**src/hw/rtl/mtrp_pkg.sv**
```systemverilog
package mtrp_pkg;

    localparam int unsigned MAX_FILLERS = 40;
    localparam int unsigned MAX_PENDING = 16;

    localparam logic [30:0] MIN_PERIOD_US   = 31'd1000;
    localparam logic [30:0] PERIOD_DISABLED = 31'h7FFF_FFFF;
    localparam logic [30:0] DELAY_LIMIT     = 31'd65535;
    localparam logic signed [20:0] US_PER_SECOND = 21'sd1000000;

    localparam int unsigned FILL_W = $clog2(MAX_FILLERS + 1);
    localparam int unsigned PEND_W = 5;

    // step counter
    localparam int unsigned PC_W = 3;
    typedef logic [PC_W-1:0] t_pc;

    localparam t_pc STEP_WAIT   = 3'd0;
    localparam t_pc STEP_MUL    = 3'd1;
    localparam t_pc STEP_GAP    = 3'd2;
    localparam t_pc STEP_TEST   = 3'd3;
    localparam t_pc STEP_FILL   = 3'd4;
    localparam t_pc STEP_NEWSET = 3'd5;
    localparam t_pc STEP_NEW    = 3'd6;

    // datapath operations
    typedef logic [2:0] t_op;
    localparam t_op OP_ACCEPT = 3'd0;
    localparam t_op OP_MUL    = 3'd1;
    localparam t_op OP_GAP    = 3'd2;
    localparam t_op OP_TEST   = 3'd3;
    localparam t_op OP_FILL   = 3'd4;
    localparam t_op OP_NEWSET = 3'd5;
    localparam t_op OP_NEW    = 3'd6;
    localparam t_op OP_NOP    = 3'd7;

    // jump conditions
    typedef logic [2:0] t_cond;
    localparam t_cond C_SEQ    = 3'd0;
    localparam t_cond C_ALW    = 3'd1;
    localparam t_cond C_NOFILL = 3'd2;
    localparam t_cond C_NOPEND = 3'd3;
    localparam t_cond C_DONE   = 3'd4;

    typedef struct packed {
        t_op   op;
        t_cond cond;
        t_pc   target;
    } t_uop;

    typedef struct packed {
        logic in_valid;
        logic slot_free;
        logic no_fill;
        logic no_pend;
        logic last_copy;
    } t_stat;

    typedef struct packed {
        t_op  op;
        logic fire;
    } t_ctl;

endpackage

```
**src/hw/rtl/missed_tick_record_padder.sv**
```systemverilog
// Missed-tick record padder.
// Input channel (i_in_valid / o_in_stall) takes one handled tick word: timestamp,
// serial number, handling delay and pending tick count. Output channel
// (o_out_valid / i_out_stall) delivers record words, one per cycle at best,
// with o_last_of_run on the final record caused by a tick. The configuration
// channel (i_cfg_valid / o_cfg_ready) writes the expected period; it is
// always ready; the user must write it only while the block is idle, as
// the block itself does not enforce this. A tick passes through a
// microcoded sequencer: accept, multiply, gap, then a test/filler loop of
// one test and one filler step per filler, a closing test, a setup step
// and one new-record step per copy. A tick gives at most 40 fillers and
// at most 16 copies. The first record is written to the output register
// by the first filler step, or by the first new-record step when there is
// no filler. The output register lets the sequencer run one record ahead
// of the receiver; while i_out_stall is high the word is held and the
// sequencer waits. No new tick is taken until the last record of the
// current tick is in the output register.
// Reset sets the period to its disabled value and clears the held state.
module missed_tick_record_padder (
    input  logic        i_clk,
    input  logic        i_rst_n,
    input  logic        i_in_valid,
    output logic        o_in_stall,
    input  logic [31:0] i_tick_seconds,
    input  logic [19:0] i_tick_microseconds,
    input  logic [31:0] i_serial_number,
    input  logic [30:0] i_handling_delay_us,
    input  logic [4:0]  i_pending_ticks,
    output logic        o_out_valid,
    input  logic        i_out_stall,
    output logic [31:0] o_record_serial,
    output logic [31:0] o_record_seconds,
    output logic [19:0] o_record_microseconds,
    output logic [15:0] o_record_delay_us,
    output logic        o_flag_repeated,
    output logic        o_flag_lost_excess,
    output logic        o_flag_multiple,
    output logic        o_last_of_run,
    input  logic        i_cfg_valid,
    output logic        o_cfg_ready,
    input  logic [30:0] i_cfg_data
);
    import mtrp_pkg::*;

    t_ctl  w_ctl;
    t_stat w_stat;

    logic [30:0] r_period;
    logic [31:0] r_prev_sec;
    logic [19:0] r_prev_usec;
    logic        r_have_prev;
    logic [31:0] r_held_serial;
    logic [15:0] r_held_delay;

    // working copy of the current tick
    logic [31:0] r_sec;
    logic [19:0] r_usec;
    logic [31:0] r_serial;
    logic [15:0] r_delay;
    logic [PEND_W-1:0] r_pend;
    logic [31:0] r_old_sec;
    logic [19:0] r_old_usec;
    logic        r_had_prev;
    logic signed [32:0] r_sdiff;
    logic signed [20:0] r_udiff;
    logic signed [53:0] r_prod;
    logic signed [33:0] r_gap;
    logic [FILL_W-1:0]  r_fill_cnt;
    logic [PEND_W-1:0]  r_copy;
    logic               r_lost;

    logic        r_out_valid;
    logic [31:0] r_o_serial;
    logic [31:0] r_o_sec;
    logic [19:0] r_o_usec;
    logic [15:0] r_o_delay;
    logic        r_o_rep;
    logic        r_o_lost;
    logic        r_o_mult;
    logic        r_o_last;

    logic               w_accept;
    logic               w_pad_en;
    logic [31:0]        w_thr;
    logic signed [33:0] w_thr_s;
    logic signed [33:0] w_gap_next;
    logic               w_over;
    logic               w_cnt_max;
    logic               w_fill_last;
    logic signed [53:0] w_prod;
    logic signed [54:0] w_sum;
    logic signed [31:0] w_gap_sat;
    logic [15:0]        w_delay_sat;
    logic [PEND_W-1:0]  w_pend_clamp;
    logic               w_slot_free;
    logic               w_emit;

    mtrp_seq u_seq (
        .i_clk   (i_clk),
        .i_rst_n (i_rst_n),
        .i_stat  (w_stat),
        .o_ctl   (w_ctl)
    );

    assign w_slot_free = !r_out_valid || !i_out_stall;
    assign w_accept    = i_in_valid && !o_in_stall;

    assign w_pad_en  = (r_period >= MIN_PERIOD_US) && (r_period != PERIOD_DISABLED);
    // floor(3p/2) = p + floor(p/2)
    assign w_thr     = {1'b0, r_period} + {2'b0, r_period[30:1]};
    assign w_thr_s   = $signed({2'b0, w_thr});
    assign w_over    = w_pad_en && (r_gap > w_thr_s);
    assign w_cnt_max = (r_fill_cnt == FILL_W'(MAX_FILLERS));
    assign w_gap_next  = r_gap - $signed({3'b0, r_period});
    assign w_fill_last = (r_pend == '0) &&
                         ((w_gap_next <= w_thr_s) ||
                          (r_fill_cnt + FILL_W'(1) == FILL_W'(MAX_FILLERS)));

    assign w_prod = r_sdiff * US_PER_SECOND;
    assign w_sum  = 55'(r_prod) + 55'(r_udiff);
    always_comb begin
        if (w_sum > 55'sh0_7FFF_FFFF) begin
            w_gap_sat = 32'sh7FFF_FFFF;
        end else if (w_sum < -55'sh0_8000_0000) begin
            w_gap_sat = 32'sh8000_0000;
        end else begin
            w_gap_sat = w_sum[31:0];
        end
    end

    assign w_delay_sat  = (i_handling_delay_us > DELAY_LIMIT) ? 16'hFFFF
                                                              : i_handling_delay_us[15:0];
    assign w_pend_clamp = (i_pending_ticks > PEND_W'(MAX_PENDING)) ? PEND_W'(MAX_PENDING)
                                                                   : i_pending_ticks;

    assign w_stat.in_valid  = i_in_valid;
    assign w_stat.slot_free = w_slot_free;
    assign w_stat.no_fill   = !w_over || w_cnt_max;
    assign w_stat.no_pend   = (r_pend == '0);
    assign w_stat.last_copy = (r_copy == r_pend - PEND_W'(1));

    assign w_emit = w_ctl.fire && ((w_ctl.op == OP_FILL) || (w_ctl.op == OP_NEW));

    always_ff @(posedge i_clk) begin
        if (!i_rst_n) begin
            r_period      <= PERIOD_DISABLED;
            r_prev_sec    <= '0;
            r_prev_usec   <= '0;
            r_have_prev   <= 1'b0;
            r_held_serial <= '0;
            r_held_delay  <= '0;
            r_out_valid   <= 1'b0;
            r_fill_cnt    <= '0;
            r_copy        <= '0;
            r_lost        <= 1'b0;
        end else begin
            if (i_cfg_valid) begin
                r_period <= i_cfg_data;
            end
            if (w_emit) begin
                r_out_valid <= 1'b1;
            end else if (!i_out_stall) begin
                r_out_valid <= 1'b0;
            end
            if (w_ctl.fire) begin
                case (w_ctl.op)
                    OP_ACCEPT: begin
                        r_prev_sec  <= i_tick_seconds;
                        r_prev_usec <= i_tick_microseconds;
                        r_have_prev <= 1'b1;
                    end
                    OP_GAP: begin
                        r_fill_cnt <= '0;
                        r_lost     <= 1'b0;
                    end
                    OP_TEST: begin
                        if (w_over && w_cnt_max) begin
                            r_lost <= 1'b1;
                        end
                    end
                    OP_FILL: begin
                        r_held_serial <= r_held_serial + 32'd1;
                        r_fill_cnt    <= r_fill_cnt + FILL_W'(1);
                    end
                    OP_NEWSET: begin
                        r_held_serial <= r_serial;
                        r_held_delay  <= r_delay;
                        r_copy        <= '0;
                    end
                    OP_NEW: begin
                        r_copy <= r_copy + PEND_W'(1);
                    end
                    default: begin
                    end
                endcase
            end
        end
    end

    // datapath payload
    always_ff @(posedge i_clk) begin
        if (w_ctl.fire) begin
            case (w_ctl.op)
                OP_ACCEPT: begin
                    r_sec      <= i_tick_seconds;
                    r_usec     <= i_tick_microseconds;
                    r_serial   <= i_serial_number;
                    r_delay    <= w_delay_sat;
                    r_pend     <= w_pend_clamp;
                    r_old_sec  <= r_prev_sec;
                    r_old_usec <= r_prev_usec;
                    r_had_prev <= r_have_prev;
                    r_sdiff    <= $signed({1'b0, i_tick_seconds}) - $signed({1'b0, r_prev_sec});
                    r_udiff    <= $signed({1'b0, i_tick_microseconds})
                                - $signed({1'b0, r_prev_usec});
                end
                OP_MUL: begin
                    r_prod <= w_prod;
                end
                OP_GAP: begin
                    r_gap <= r_had_prev ? 34'(w_gap_sat) : '0;
                end
                OP_FILL: begin
                    r_gap      <= w_gap_next;
                    r_o_serial <= r_held_serial + 32'd1;
                    r_o_sec    <= r_old_sec;
                    r_o_usec   <= r_old_usec;
                    r_o_delay  <= r_held_delay;
                    r_o_rep    <= 1'b1;
                    r_o_lost   <= 1'b0;
                    r_o_mult   <= 1'b0;
                    r_o_last   <= w_fill_last;
                end
                OP_NEW: begin
                    r_o_serial <= r_serial;
                    r_o_sec    <= r_sec;
                    r_o_usec   <= r_usec;
                    r_o_delay  <= r_delay;
                    r_o_rep    <= 1'b0;
                    r_o_lost   <= r_lost;
                    r_o_mult   <= (r_copy != '0);
                    r_o_last   <= w_stat.last_copy;
                end
                default: begin
                end
            endcase
        end
    end

    assign o_in_stall            = (w_ctl.op != OP_ACCEPT);
    assign o_cfg_ready           = 1'b1;
    assign o_out_valid           = r_out_valid;
    assign o_record_serial       = r_o_serial;
    assign o_record_seconds      = r_o_sec;
    assign o_record_microseconds = r_o_usec;
    assign o_record_delay_us     = r_o_delay;
    assign o_flag_repeated       = r_o_rep;
    assign o_flag_lost_excess    = r_o_lost;
    assign o_flag_multiple       = r_o_mult;
    assign o_last_of_run         = r_o_last;

    a_fill_bound: assert property (@(posedge i_clk) disable iff (!i_rst_n)
        r_fill_cnt <= FILL_W'(MAX_FILLERS))
        else $error("filler count beyond limit");

    a_busy_after_accept: assert property (@(posedge i_clk) disable iff (!i_rst_n)
        w_accept |=> o_in_stall)
        else $error("tick accepted while previous still in work");

    a_filler_flags: assert property (@(posedge i_clk) disable iff (!i_rst_n)
        r_out_valid && r_o_rep |-> !r_o_mult && !r_o_lost)
        else $error("filler record carries new-record flags");

endmodule

```
**src/hw/rtl/mtrp_seq.sv**
```systemverilog
module mtrp_seq (
    input  logic            i_clk,
    input  logic            i_rst_n,
    input  mtrp_pkg::t_stat i_stat,
    output mtrp_pkg::t_ctl  o_ctl
);
    import mtrp_pkg::*;

    t_pc  r_pc;
    t_pc  n_pc;
    t_uop w_uop;
    logic w_hold;
    logic w_take;

    // control store
    always_comb begin
        unique case (r_pc)
            STEP_WAIT:   w_uop = '{op: OP_ACCEPT, cond: C_SEQ,    target: STEP_WAIT};
            STEP_MUL:    w_uop = '{op: OP_MUL,    cond: C_SEQ,    target: STEP_WAIT};
            STEP_GAP:    w_uop = '{op: OP_GAP,    cond: C_SEQ,    target: STEP_WAIT};
            STEP_TEST:   w_uop = '{op: OP_TEST,   cond: C_NOFILL, target: STEP_NEWSET};
            STEP_FILL:   w_uop = '{op: OP_FILL,   cond: C_ALW,    target: STEP_TEST};
            STEP_NEWSET: w_uop = '{op: OP_NEWSET, cond: C_NOPEND, target: STEP_WAIT};
            STEP_NEW:    w_uop = '{op: OP_NEW,    cond: C_DONE,   target: STEP_WAIT};
            default:     w_uop = '{op: OP_NOP,    cond: C_ALW,    target: STEP_WAIT};
        endcase
    end

    // hold while the input is absent or the output slot is full
    always_comb begin
        unique case (w_uop.op) inside
            OP_ACCEPT:      w_hold = !i_stat.in_valid;
            OP_FILL,
            OP_NEW:         w_hold = !i_stat.slot_free;
            default:        w_hold = 1'b0;
        endcase
    end

    always_comb begin
        unique case (w_uop.cond)
            C_ALW:    w_take = 1'b1;
            C_NOFILL: w_take = i_stat.no_fill;
            C_NOPEND: w_take = i_stat.no_pend;
            C_DONE:   w_take = i_stat.last_copy;
            default:  w_take = 1'b0;
        endcase
        if (w_hold) begin
            n_pc = r_pc;
        end else if (w_take) begin
            n_pc = w_uop.target;
        end else if (w_uop.cond == C_DONE) begin
            n_pc = r_pc;
        end else begin
            n_pc = r_pc + t_pc'(1);
        end
    end

    always_ff @(posedge i_clk) begin
        if (!i_rst_n) begin
            r_pc <= STEP_WAIT;
        end else begin
            r_pc <= n_pc;
        end
    end

    assign o_ctl.op   = w_uop.op;
    assign o_ctl.fire = !w_hold;

endmodule
```
**config.mk**
```make
export PLATFORM = sky130hd
export DESIGN_NAME = missed_tick_record_padder
export DESIGN_NICKNAME = d
export VERILOG_FILES = /design/src/hw/rtl/mtrp_pkg.sv /design/src/hw/rtl/missed_tick_record_padder.sv /design/src/hw/rtl/mtrp_seq.sv
export SDC_FILE = /design/constraint.sdc
export NUM_CORES = 2
export LEC_CHECK = 0
export ABC_AREA = 1
export ABC_CLOCK_PERIOD_IN_PS = 9440
export BUFFER_PORTS_ARGS = -buffer_cell sky130_fd_sc_hd__buf_2
export CAP_MARGIN = 15
export CORE_MARGIN = 2
export CORE_UTILIZATION = 57
export DETAILED_ROUTE_END_ITERATION = 10
export MAX_ROUTING_LAYER = met4
export PLACE_DENSITY_LB_ADDON = 0.08
export SLEW_MARGIN = 10
export SYNTH_ARGS = -nofsm -noshare
export SYNTH_HDL_FRONTEND = slang
export SYNTH_HIERARCHICAL = 1
export SYNTH_SLANG_ARGS = --single-unit
```
**constraint.sdc**
```tcl
create_clock -name i_clk -period 9.44 [get_ports i_clk]
set_clock_uncertainty 0.1 [all_clocks]
set_input_delay 2.36 -clock i_clk [delete_from_list [all_inputs] [get_ports i_clk]]
set_output_delay 2.36 -clock i_clk [all_outputs]
set_load 0.01 [all_outputs]
```
==> results.yml <==
detailed_routing:
  ant_nets: 0
  drc: 0
  first_iter_violations: 1771
  drtPass1Iterations: 5
  routed_wl_um: 100900
  wl_per_cell_um: 16.99
  vias_per_cell: 5.317
  via_count: 31590
global_route:
  grt_pass1_vias: 30700
  grt_start_max_net_pins: 99
  grtUsageTotal_pct: 28.22
  grt_pass1_wl_um: 160300
  antenna_found_initial: 7
  overflow: 0
worst_setup_path:
  crit_chain: "ha_1 -> inv_1 -> fa_1 -> fa_1 -> fa_1 -> inv_1 -> fa_1 -> ha_1 -> ha_1 -> nand2_1 -> nor2_1 -> nand2_1 -> o21ai_0 -> a21oi_1 -> o21ai_0 -> nand2_1 -> o21ai_0 -> a21oi_1 -> nand2_1 -> nand2_1"
  crit_top_cell: "nand2_1"
  max_stage_delay_ps: 540
  critPathLaunchType: "flip-flop"
  endpoint_kind: "flip-flop"
  critPathRequiredTime_ps: 9700
  path_class: "flip-flop to flip-flop"
  cp_slowest_cell: "fa_1"
  r2r_slack_ps: 3590
  path_max_fanout: 5
  cp.arrival_ps: 6110
place:
  port_buffers: 261
  post-dp-hpwl_um: 80050
  gp_congestion: 0.9824
final_layout:
  largest_register_ff_count: 48
  mostFrequentLayoutCell: "nand2_1"
  mostFrequentLayoutCells: "nand2_1 (1081), inv_1 (715), ha_1 (475)"
  synthToLayoutAreaGrowth_pct: 11.09
  fillCellCount: 6142
  largest-register: "r_prod"
  drive_above_1_share_pct: 8.947
  top_regs: "r_prod x48, r_gap x34, r_sdiff x33"
  finalNetCount: 5736
clocking:
  htree_num_levels: 2
  clk_path_buf_depth: 3
  post_cts_resized: 0
  clkSinkCount: 546
  clock_latency_ps: 660
  cts_buffers: 60
  post_cts_buffers: 0
  cts_root_buffer: "clkbuf_16"
  clk_pin_slew_worst_paths_ps: 60
  hold_buffers: 0
  cts_tree: "built"
yosys:
  ys_seq_elements: 546
  yosysTopAreaCell: "edfxtp_1"
  syn_area_um2: 40290
  ys_types: 64
  async_flop_share_pct: 0
  synthFlopType: "edfxtp_1"
  synth_nets: 5479
  synth_area_leaders: "edfxtp_1 (30%), ha_1 (15%), nand2_1 (10%)"
  syn_avg_cell_area_um2: 8.595
  netlist_instances: 4688
  ys.warnings.count: 6
  synth_enable_flop_cells: 398
  synth_seq_area_share_pct: 37.02
  yosysTopAreaCellShare_pct: 29.66
floorplanning:
  ios: 263
  dieArea_um2: 72830
  die_w_um: 269.9
  start_util_pct: 57.54
  die_height_um: 269.9
  core_um2: 70030
  std_cell_rows: 97
timing:
  slew_headroom_pct: 29.96
  rsz0062_at_grt: "false"
  setup_tns_ps: 0
  fin_crit_ps: 5853
  period_share_pct: 62.00
  setup_violations: 0
  slew_viol_final: 0
  worstMarginPinSlew_ps: 1048
  final_hold_viol_count: 0
  max_freq_mhz: 170.9
worst_hold_path:
  hold_class: "flip-flop to flip-flop"
run:
  drv_cap: 0
run_status:
  status: "complete, no violations"
-- area by class of cell --
| class | count | area (um^2) | share of cell area [%] |
|---|---|---|---|
| multi-input combinational | 3329 | 22270 | 49.76 |
| sequential | 546 | 14910 | 33.32 |
| inverter | 728 | 2749 | 6.141 |
| clock buffer | 74 | 1625 | 3.631 |
| timing repair buffer | 280 | 1461 | 3.265 |
| tap | 940 | 1176 | 2.628 |
| clock inverter | 39 | 548.0 | 1.224 |
| antenna | 5 | 12.51 | 0.02795 |
-- final timing paths --
kind,cells past startpoint,to,from
min reg2reg,0,r_old_usec[5],r_prev_usec[5]
max,20,r_prod[53],r_sdiff[13]
max reg2reg,20,r_prod[53],r_sdiff[13]
min,0,r_old_usec[5],r_prev_usec[5]
-- cell usage after synthesis (5+ instances only) --
| cell type | instances |
|---|---|
| nand2_2 | 14 |
| a21boi_1 | 6 |
| nor4_1 | 16 |
| xnor2_1 | 75 |
| nor2_1 | 337 |
| o21ai_1 | 12 |
| o21a_1 | 6 |
| a31oi_1 | 44 |
| inv_1 | 717 |
| clkbuf_1 | 73 |
| nand3_1 | 111 |
| nor3_1 | 40 |
| ha_1 | 475 |
| a211oi_1 | 9 |
| buf_6 | 9 |
| nand2_4 | 5 |
| nor2_2 | 6 |
| edfxtp_1 | 398 |
| xor2_1 | 136 |
| nand3_2 | 6 |
| dfxtp_1 | 148 |
| a21boi_0 | 5 |
| a21oi_1 | 382 |
| o21ai_0 | 263 |
| o211ai_1 | 11 |
| nand4_1 | 44 |
| fa_1 | 160 |
| nand2_1 | 1081 |
| o21bai_1 | 21 |
| inv_2 | 9 |
| a21o_1 | 12 |
-- worst max-delay path, delay by kind of cell, from the launching register on --
family | cells | cell delay [ps]
compound gates | 5 | 1200
buf+inv | 2 | 170
fa+ha+maj | 7 | 3040
flops | 1 | 500
simple gates | 6 | 610
-- stage by stage --
step | instances | hold WS (ps) | util [%] | cell area, um^2 | worst slack (ps)
after floorplan | 4688 | 308.2 | - | 40290 | 1642
after global placement | 5823 | 311.9 | 60.80 | 42570 | 3695
after detailed placement | 5823 | 312.7 | 60.80 | 42570 | 3614
after CTS | 5936 | 299.2 | 63.90 | 44750 | 3595
after global routing | 5941 | 320.6 | 63.92 | 44760 | 3230
final | 5941 | 296.9 | 63.92 | 44760 | 3587
-- kinds of logic after synthesis --
family	after synthesis	share of synthesized area, %
xor gates and xnor gates	211	4.587
other	1	0.009307
buffers and inverters	813	7.788
and+or+nand+nor	1685	17.17
muxes	1	0.02795
adders and majority gates	635	22.70
DFF	546	37.02
AOI/OAI and AO/OA	796	10.70
-- per-layer routing --
| metal | wire [um] | GRT usage, % |
|---|---|---|
| met5 | 0 | - |
| met4 | 3357 | 9.708 |
| met3 | 3804 | 2.818 |
| met2 | 49580 | 47.71 |
| met1 | 44210 | 35.48 |
Power is left out: the tool's default activity adds up to more than one toggle a clock period on the data nets, which glitch-free logic cannot reach.
